### config.mk
export PLATFORM = sky130hd
export DESIGN_NAME = identifier_number_lexer_unit
export DESIGN_NICKNAME = d
export VERILOG_FILES = /design/src/hdl/inl_pkg.sv /design/src/hdl/identifier_number_lexer_unit.sv /design/src/hdl/inl_front.sv /design/src/hdl/inl_queue.sv /design/src/hdl/inl_back.sv
export SDC_FILE = /design/constraint.sdc
export NUM_CORES = 2
export LEC_CHECK = 0
export ABC_AREA = 1
export BUFFER_PORTS_ARGS = -buffer_cell sky130_fd_sc_hd__buf_2
export CORE_MARGIN = 1.5
export CORE_UTILIZATION = 50
export DETAILED_ROUTE_END_ITERATION = 8
export PLACE_DENSITY = 0.65
export SYNTH_ARGS = -nofsm -noshare
export SYNTH_HDL_FRONTEND = slang
export SYNTH_HIERARCHICAL = 1
export SYNTH_SLANG_ARGS = --single-unit
### constraint.sdc
create_clock -name aclk -period 9.9 [get_ports aclk]
set_clock_uncertainty 0.1 [all_clocks]
set_input_delay 0.99 -clock aclk [delete_from_list [all_inputs] [get_ports aclk]]
set_output_delay 0.99 -clock aclk [all_outputs]
set_load 0.02 [all_outputs]
### src/hdl/inl_pkg.sv
// Shared types and constants for the identifier and number lexer.
package inl_pkg;

    typedef enum logic [1:0] {
        MODE_START  = 2'd0,
        MODE_IDENT  = 2'd1,
        MODE_NUMBER = 2'd2
    } scan_mode_t;

    typedef enum logic [1:0] {
        KIND_IDENT  = 2'd0,
        KIND_NUMBER = 2'd1,
        KIND_ERROR  = 2'd2,
        KIND_END    = 2'd3
    } token_kind_t;

    typedef enum logic [1:0] {
        CAUSE_NONE       = 2'd0,
        CAUSE_BAD_CHAR   = 2'd1,
        CAUSE_TABLE_FULL = 2'd2,
        CAUSE_TOO_LONG   = 2'd3
    } error_cause_t;

    typedef enum logic [1:0] {
        BACK_IDLE   = 2'd0,
        BACK_SEARCH = 2'd1,
        BACK_EMIT   = 2'd2
    } back_state_t;

    localparam logic [7:0] CHAR_UPPER_A = 8'd65;
    localparam logic [7:0] CHAR_UPPER_Z = 8'd90;
    localparam logic [7:0] CHAR_LOWER_A = 8'd97;
    localparam logic [7:0] CHAR_LOWER_Z = 8'd122;
    localparam logic [7:0] CHAR_ZERO    = 8'd48;
    localparam logic [7:0] CHAR_NINE    = 8'd57;
    localparam logic [7:0] CHAR_SPACE   = 8'd32;
    localparam logic [7:0] CHAR_NUL     = 8'd0;

    localparam int MAX_NAME_CHARS = 8;
    localparam int NAME_BITS      = 8 * MAX_NAME_CHARS;
    localparam int LEN_BITS       = 4;

    // Token handed from the front part to the back part.
    typedef struct packed {
        logic                 lookup;
        token_kind_t          kind;
        logic [63:0]          value;
        error_cause_t         cause;
        logic [NAME_BITS-1:0] name;
        logic [LEN_BITS-1:0]  len;
    } token_req_t;

    function automatic logic is_letter(input logic [7:0] c);
        return (c >= CHAR_UPPER_A && c <= CHAR_UPPER_Z) ||
               (c >= CHAR_LOWER_A && c <= CHAR_LOWER_Z);
    endfunction

    function automatic logic is_digit(input logic [7:0] c);
        return c >= CHAR_ZERO && c <= CHAR_NINE;
    endfunction

endpackage

### src/hdl/identifier_number_lexer_unit.sv
// Top level of the identifier and number lexer with symbol table.
//  channel | dir | handshake        | payload
//  s_      | in  | s_tvalid/tready  | tdata[7:0] char_code
//  m_      | out | m_tvalid/tready  | tuser[1:0] kind; tdata[31:0] value, [33:32] cause
// A byte that does not end a token only updates the front part's scan state.
// A number, error or end of line passes through the front token register, the queue and the result register to m_.
// An identifier adds a search over the filled table entries before its result is registered.
// A two-entry request queue lets the front keep scanning during a search.
// Reset clears the table fill count; entries beyond it are never read.
module identifier_number_lexer_unit #(
    parameter int TABLE_ENTRIES = 16,
    parameter int NAME_CHARS    = 8,
    parameter int VALUE_BITS    = 32
) (
    input  logic        aclk,
    input  logic        aresetn,
    input  logic        s_tvalid,
    output logic        s_tready,
    input  logic [7:0]  s_tdata,   // [7:0] char_code
    output logic        m_tvalid,
    input  logic        m_tready,
    output logic [39:0] m_tdata,   // [31:0] token_value, [33:32] error_cause
    output logic [1:0]  m_tuser    // [1:0] token_kind
);
    import inl_pkg::*;

    logic       f_valid, f_ready, b_valid, b_ready;
    token_req_t f_tok, b_tok;
    logic [7:0] res_small;
    logic [31:0] res_value;

    inl_front #(.NAME_CHARS(NAME_CHARS), .VALUE_BITS(VALUE_BITS)) u_front (
        .aclk(aclk), .aresetn(aresetn),
        .in_valid(s_tvalid), .in_ready(s_tready), .in_char(s_tdata),
        .tok_valid(f_valid), .tok_ready(f_ready), .tok(f_tok)
    );

    inl_queue u_queue (
        .aclk(aclk), .aresetn(aresetn),
        .wr_valid(f_valid), .wr_ready(f_ready), .wr_data(f_tok),
        .rd_valid(b_valid), .rd_ready(b_ready), .rd_data(b_tok)
    );

    inl_back #(.TABLE_ENTRIES(TABLE_ENTRIES)) u_back (
        .aclk(aclk), .aresetn(aresetn),
        .req_valid(b_valid), .req_ready(b_ready), .req(b_tok),
        .out_valid(m_tvalid), .out_ready(m_tready),
        .out_data(res_small), .out_value(res_value)
    );

    assign m_tdata = {6'd0, res_small[3:2], res_value};
    assign m_tuser = res_small[1:0];

endmodule

### src/hdl/inl_front.sv
// Front part: classifies bytes, builds names and accumulates numbers.
module inl_front #(
    parameter int NAME_CHARS = 8,
    parameter int VALUE_BITS = 32
) (
    input  logic                aclk,
    input  logic                aresetn,
    input  logic                in_valid,
    output logic                in_ready,
    input  logic [7:0]          in_char,
    output logic                tok_valid,
    input  logic                tok_ready,
    output inl_pkg::token_req_t tok
);
    import inl_pkg::*;

    localparam logic [63:0] VALUE_MAX = {64{1'b1}} >> (64 - VALUE_BITS);
    localparam logic [63:0] ACC_LIMIT = VALUE_MAX / 64'd10;

    scan_mode_t           mode_reg, mode_next;
    logic [NAME_BITS-1:0] name_reg, name_next;
    logic [LEN_BITS-1:0]  len_reg, len_next;
    logic [63:0]          acc_reg, acc_next;
    logic                 tok_valid_reg, tok_valid_next;
    token_req_t           tok_reg, tok_next;
    logic                 take;
    logic [63:0]          digit;
    logic [63:0]          times_ten;
    logic [64:0]          sum_wide;

    assign in_ready  = !tok_valid_reg || tok_ready;
    assign take      = in_valid && in_ready;
    assign tok_valid = tok_valid_reg;
    assign tok       = tok_reg;
    assign digit     = {56'd0, in_char - CHAR_ZERO};
    assign times_ten = (acc_reg << 3) + (acc_reg << 1);
    assign sum_wide  = {1'b0, times_ten} + {1'b0, digit};

    always_comb begin
        mode_next      = mode_reg;
        name_next      = name_reg;
        len_next       = len_reg;
        acc_next       = acc_reg;
        tok_valid_next = tok_valid_reg && !tok_ready;
        tok_next       = tok_reg;
        if (take) begin
            tok_next        = '0;
            tok_next.name   = name_reg;
            tok_next.len    = len_reg;
            tok_next.kind   = KIND_ERROR;
            tok_next.cause  = CAUSE_BAD_CHAR;
            priority case (mode_reg)
                MODE_IDENT: begin
                    if (is_letter(in_char) || is_digit(in_char)) begin
                        if (len_reg >= LEN_BITS'(NAME_CHARS)) begin
                            tok_next.cause = CAUSE_TOO_LONG;
                            tok_valid_next = 1'b1;
                            mode_next      = MODE_START;
                        end else begin
                            name_next[len_reg[2:0]*8 +: 8] = in_char;
                            len_next = len_reg + 1'b1;
                        end
                    end else begin
                        if (in_char == CHAR_SPACE) begin
                            tok_next.lookup = 1'b1;
                            tok_next.kind   = KIND_IDENT;
                            tok_next.cause  = CAUSE_NONE;
                        end
                        tok_valid_next = 1'b1;
                        mode_next      = MODE_START;
                    end
                end
                MODE_NUMBER: begin
                    if (is_digit(in_char)) begin
                        if (acc_reg > ACC_LIMIT ||
                            sum_wide > {1'b0, VALUE_MAX}) begin
                            acc_next = VALUE_MAX;
                        end else begin
                            acc_next = sum_wide[63:0];
                        end
                    end else begin
                        if (in_char == CHAR_SPACE) begin
                            tok_next.kind  = KIND_NUMBER;
                            tok_next.cause = CAUSE_NONE;
                            tok_next.value = acc_reg;
                        end
                        tok_valid_next = 1'b1;
                        mode_next      = MODE_START;
                    end
                end
                default: begin
                    if (is_letter(in_char)) begin
                        mode_next = MODE_IDENT;
                        name_next = '0;
                        name_next[7:0] = in_char;
                        len_next  = LEN_BITS'(1);
                    end else if (is_digit(in_char)) begin
                        mode_next = MODE_NUMBER;
                        acc_next  = digit;
                    end else begin
                        if (in_char == CHAR_NUL) begin
                            tok_next.kind  = KIND_END;
                            tok_next.cause = CAUSE_NONE;
                        end
                        tok_valid_next = 1'b1;
                    end
                end
            endcase
        end
    end

    always_ff @(posedge aclk) begin
        if (!aresetn) begin
            mode_reg      <= MODE_START;
            tok_valid_reg <= 1'b0;
            len_reg       <= '0;
        end else begin
            mode_reg      <= mode_next;
            tok_valid_reg <= tok_valid_next;
            len_reg       <= len_next;
        end
        name_reg <= name_next;
        acc_reg  <= acc_next;
        tok_reg  <= tok_next;
    end

endmodule

### src/hdl/inl_queue.sv
// Two-entry queue of token requests between the front and back parts.
module inl_queue (
    input  logic                aclk,
    input  logic                aresetn,
    input  logic                wr_valid,
    output logic                wr_ready,
    input  inl_pkg::token_req_t wr_data,
    output logic                rd_valid,
    input  logic                rd_ready,
    output inl_pkg::token_req_t rd_data
);
    import inl_pkg::*;

    token_req_t  slot_reg [2];
    logic        wptr_reg, wptr_next;
    logic        rptr_reg, rptr_next;
    logic [1:0]  count_reg, count_next;
    logic        push, pop;

    assign wr_ready = count_reg != 2'd2;
    assign rd_valid = count_reg != 2'd0;
    assign rd_data  = slot_reg[rptr_reg];
    assign push     = wr_valid && wr_ready;
    assign pop      = rd_valid && rd_ready;

    always_comb begin
        wptr_next  = wptr_reg ^ push;
        rptr_next  = rptr_reg ^ pop;
        count_next = count_reg + {1'b0, push} - {1'b0, pop};
    end

    always_ff @(posedge aclk) begin
        if (!aresetn) begin
            wptr_reg  <= 1'b0;
            rptr_reg  <= 1'b0;
            count_reg <= 2'd0;
        end else begin
            wptr_reg  <= wptr_next;
            rptr_reg  <= rptr_next;
            count_reg <= count_next;
        end
        if (push) begin
            slot_reg[wptr_reg] <= wr_data;
        end
    end

endmodule

### src/hdl/inl_back.sv
// Back part: symbol table search and append, result register.
module inl_back #(
    parameter int TABLE_ENTRIES = 16
) (
    input  logic                aclk,
    input  logic                aresetn,
    input  logic                req_valid,
    output logic                req_ready,
    input  inl_pkg::token_req_t req,
    output logic                out_valid,
    input  logic                out_ready,
    output logic [7:0]          out_data
    , output logic [31:0]       out_value
);
    import inl_pkg::*;

    localparam int IDX_BITS = $clog2(TABLE_ENTRIES);
    localparam int CNT_BITS = $clog2(TABLE_ENTRIES + 1);

    back_state_t          state_reg, state_next;
    logic [NAME_BITS-1:0] tab_name [TABLE_ENTRIES];
    logic [LEN_BITS-1:0]  tab_len  [TABLE_ENTRIES];
    logic [CNT_BITS-1:0]  count_reg, count_next;
    logic [CNT_BITS-1:0]  idx_reg, idx_next;
    token_req_t           cur_reg;
    logic                 load;
    logic                 hit;
    logic                 append;
    logic [NAME_BITS-1:0] mask;
    logic                 out_valid_reg;
    token_kind_t          kind_reg, kind_next;
    error_cause_t         cause_reg, cause_next;
    logic [31:0]          value_reg, value_next;
    logic                 emit;

    always_comb begin
        mask = '0;
        for (int k = 0; k < MAX_NAME_CHARS; k++) begin
            if (LEN_BITS'(k) < cur_reg.len) begin
                mask[k*8 +: 8] = 8'hFF;
            end
        end
    end

    assign hit = (idx_reg < count_reg) &&
                 (tab_len[idx_reg[IDX_BITS-1:0]] == cur_reg.len) &&
                 (((tab_name[idx_reg[IDX_BITS-1:0]] ^ cur_reg.name) & mask) == '0);

    assign req_ready = (state_reg == BACK_IDLE) && (!out_valid_reg || out_ready);
    assign load      = req_valid && req_ready;
    assign out_valid = out_valid_reg;
    assign out_data  = {4'd0, cause_reg, kind_reg};
    assign out_value = value_reg;

    always_comb begin
        state_next = state_reg;
        unique case (state_reg)
            BACK_IDLE: begin
                if (load && req.lookup) begin
                    state_next = BACK_SEARCH;
                end
            end
            BACK_SEARCH: begin
                if (hit || idx_reg >= count_reg) begin
                    state_next = BACK_EMIT;
                end
            end
            BACK_EMIT: begin
                if (!out_valid_reg || out_ready) begin
                    state_next = BACK_IDLE;
                end
            end
            default: state_next = BACK_IDLE;
        endcase
    end

    always_comb begin
        idx_next   = idx_reg;
        count_next = count_reg;
        kind_next  = kind_reg;
        cause_next = cause_reg;
        value_next = value_reg;
        emit       = 1'b0;
        append     = 1'b0;
        unique case (state_reg)
            BACK_IDLE: begin
                idx_next = '0;
                if (load && !req.lookup) begin
                    emit       = 1'b1;
                    kind_next  = req.kind;
                    cause_next = req.cause;
                    value_next = req.value[31:0];
                end
            end
            BACK_SEARCH: begin
                if (hit) begin
                    kind_next  = KIND_IDENT;
                    cause_next = CAUSE_NONE;
                    value_next = 32'(idx_reg);
                end else if (idx_reg >= count_reg) begin
                    if (count_reg >= CNT_BITS'(TABLE_ENTRIES)) begin
                        kind_next  = KIND_ERROR;
                        cause_next = CAUSE_TABLE_FULL;
                        value_next = '0;
                    end else begin
                        append     = 1'b1;
                        kind_next  = KIND_IDENT;
                        cause_next = CAUSE_NONE;
                        value_next = 32'(count_reg);
                        count_next = count_reg + 1'b1;
                    end
                end else begin
                    idx_next = idx_reg + 1'b1;
                end
            end
            BACK_EMIT: begin
                emit = !out_valid_reg || out_ready;
            end
            default: ;
        endcase
    end

    always_ff @(posedge aclk) begin
        if (!aresetn) begin
            state_reg     <= BACK_IDLE;
            count_reg     <= '0;
            out_valid_reg <= 1'b0;
        end else begin
            state_reg     <= state_next;
            count_reg     <= count_next;
            if (emit) begin
                out_valid_reg <= 1'b1;
            end else if (out_ready) begin
                out_valid_reg <= 1'b0;
            end
        end
        idx_reg <= idx_next;
        if (state_reg == BACK_SEARCH || emit) begin
            kind_reg  <= kind_next;
            cause_reg <= cause_next;
            value_reg <= value_next;
        end
        if (load) begin
            cur_reg <= req;
        end
        if (append) begin
            tab_name[count_reg[IDX_BITS-1:0]] <= cur_reg.name & mask;
            tab_len[count_reg[IDX_BITS-1:0]]  <= cur_reg.len;
        end
    end

endmodule

==> summary by stage <==
Clock network
The cell sitting at the root of the clock tree is a clkbuf_16. The clock-pin slew reported for the worst setup and hold paths after clock tree synthesis is 60 ps. TritonCTS built the clock tree. The number of hold buffers added after CTS was 0. The number of CTS-inserted buffers is 170. The worst-case clock buffer depth is 3. The clock latency on the worst-skew pair is 800 ps.

The clock tree synthesis step divided the H-tree into 4 levels. The number of clock sinks is 1664. After clock tree synthesis, the setup repair step added 0 buffers. Post-CTS repair changed the size of 0 cells.

Pwr
Per report_power, the combinational group accounts for 20.5% of the total. The clock share of power is 31.6%. The switching power of the nets is 0.00604 W. The sequential cell fraction of total power is between 40% and 50%.

The leakage power summed over all cells is approximately 33 nW. The internal power of the cells totals 0.0137 W. For this design the ratio of total power to cell area is 235 nW/µm². Power comes to 0.0197 W. Of the total power, the share spent switching nets is 30.7%.

VDD sags by at most 0.000195 V.

Layout
In the final layout, the share of cells above drive strength 1 is 8.84%. The final-stage net count is 7502. Cells fill 55.3% of the core in the end.

The count of cells in the finished layout, fillers not included, comes to between 9000 and 10000. The final instance area is roughly 84000 µm². The number of flip-flops in the largest register is 1024. The area growth from synthesis to layout is 9.86%.

Routing
Wires add up to 197000 µm. Dividing the detail-routed via count by the number of cells gives approximately 5.5. The remaining antenna violation count after routing is 0.

The DRC marker count from the first detailed-route iteration is 4978. Across all layers, the routed design uses approximately 52000 vias. The detailed-route DRC error count is 0.

The pre-antenna-repair detailed-routing pass consisted of 7 iterations. Dividing the detail-routed wire length by the instance count gives 20.6 µm.

Timing
The number of max-slew violations in the final report is 0. The final count of negative-setup-slack endpoints is 0. Setup repair after global routing left no endpoint under its margin. The number of hold violations in the final report is 0. For the pin with the worst max-slew slack, the measured transition is 1160 ps.

For the finished layout, the period the worst path requires is between 6000 and 7000 ps. The post-route setup TNS is 0 ps. The final clock period utilization by the worst path is 65.3%.

Headroom to the max-slew limit came out at 23.0%. Static timing analysis puts the maximum clock frequency at 155 MHz.

Global routing
The number of antenna violations at the first check in global routing is 6. Entering global routing, the biggest net connects 224 pins. The total global routing track utilization is 25.2%.

The total congestion overflow is 0. The number of global-route vias before repair came to 50300. The first global-routing pass estimated 301000 µm of wire.

Floorplan
In this run the horizontal extent of the chip is ~390 µm. The vertical die dimension is 394 µm. During I/O placement, the number of pins put on the boundary was 56.

After floorplanning, the core was sized to cover 152000 µm². After floorplanning, the core was divided into 143 placement rows. The starting density of the core is 50.3%. The die covers ~160000 µm².

Placement
Once placement completed, the tool counted placed cells totaling 9257. Once placement finished, the instance area stood at 78500 µm². At the end of routability-driven placement, the weighted congestion stood at 0.932. Once detailed placement completed, the half-perimeter wirelength came to 119000 µm. Port buffering added 49 buffers.

Critical path
The setup path with the least slack is of type reg -> reg. The worst setup path is launched from a flip-flop. Of all nets on the critical path, the largest fanout is 54. Data arrives at the worst endpoint at 6770 ps.

The required time of the worst setup path is 10210 ps. STA classifies the critical path endpoint as a flip-flop.

Synthesis
The count of synthesis-stage warnings from yosys is 6. Averaged over all synthesized cells, the footprint is between 10 and 15 µm². The netlist area before placement is 76400 µm². The number of cells produced by synthesis is ~7400.

Run status
The run finished with clean final reports.

Job
The number of max-capacitance violations reported is 0.

Min path
The worst min-delay path class is reg -> reg.
per-stage QoR:
| stage | hold WS (ps) | setup WS (ps) |
|---|---|---|
| final | 320 | 3440 |
| after global routing | 336 | 3190 |
| after CTS | 322 | 3550 |
| after detailed placement | 326 | 3560 |
| after global placement | 306 | 3630 |
| after floorplan | 300 | 3100 |
critical path, cell delays in order (launching register included):
cell     delay, ps
dfxtp_4        740
buf_4          800
buf_4          740
nand3_1        150
nand3_1        150
nand2_1         70
nand2_1         60
nand2_1         50
nand2_1         90
nor2_1          50
nand2_1         50
nand2_1        220
nand2_1        200
nor2_4          80
nand2_2        190
nand2_1        140
inv_2          150
nand2_1        250
nor2_4         870
buf_4          820
layer usage:
metal  wire [µm]  up-vias  GRT usage (%)
li1            -    24900              -
met1       83000    25400           34.1
met2       96000     1712           42.2
met3       12300      376           3.36
met4        6050        8           8.16
met5          52        -              0
layout by cell type (no fill, tap or decap), types with 8 or more instances in the layout:
cell type / count
dfxtp_1: 19
o21ai_2: 13
conb_1: 38
inv_1: 792
nor2_4: 34
a211oi_1: 14
xor2_1: 27
xnor2_1: 10
inv_2: 19
nor2_2: 33
a21oi_1: 138
nor4_1: 8
nand2_1: 1889
o21ai_0: 339
edfxtp_1: 1640
clkbuf_16: 172
nand2_2: 56
nor3_1: 27
mux2_2: 105
ha_1: 88
nand3_1: 651
o21ai_1: 39
bufinv_16: 12
o211ai_1: 96
buf_2: 49
clkinv_2: 24
clkinv_1: 41
buf_4: 56
nor2_1: 855
nand3_2: 18
nand4_1: 71
clkbuf_1: 41
nand3b_1: 16
path summary, 6_finish.rpt:
| kind | startpoint | endpoint | slack [ps] | depth (start not counted) |
|---|---|---|---|---|
| worst min-delay path | u_front/tok[49]$_DFFE_PP_ | u_queue/slot_reg[0][49]$_DFFE_PP_ | 320 | 0 |
| worst max-delay path | flip-flop | u_back/tab_name[0][26]$_DFFE_PP_ | 3440 | 19 |
| worst max register to register | flip-flop | u_back/tab_name[0][26]$_DFFE_PP_ | 3440 | 19 |
| worst min register to register | u_front/tok[49]$_DFFE_PP_ | u_queue/slot_reg[0][49]$_DFFE_PP_ | 320 | 0 |
power groups by stage:
| stage | combinational [W] | clock [W] | sequential, W |
|---|---|---|---|
| after CTS | 0.00404 | 0.00633 | 0.00946 |
| after detailed placement | 0.00402 | 0 | 0.00960 |
| after global placement | 0.00397 | 0 | 0.00959 |
| final | 0.00404 | 0.00622 | 0.00945 |
| after global routing | 0.00449 | 0.00659 | 0.00950 |
| after floorplan | 0.00281 | 0 | 0.00945 |
cell type report:
cell class	instances	area, µm²
antenna	1	2.50
clock buffer	215	4490
clock inverter	96	915
fill	12900	68000
inverter	821	3110
multi-input combinational	4632	22400
sequential	1664	49700
tap	2030	2540
timing repair buffer	110	766
Note: power is estimated with default switching activity, not from simulation.
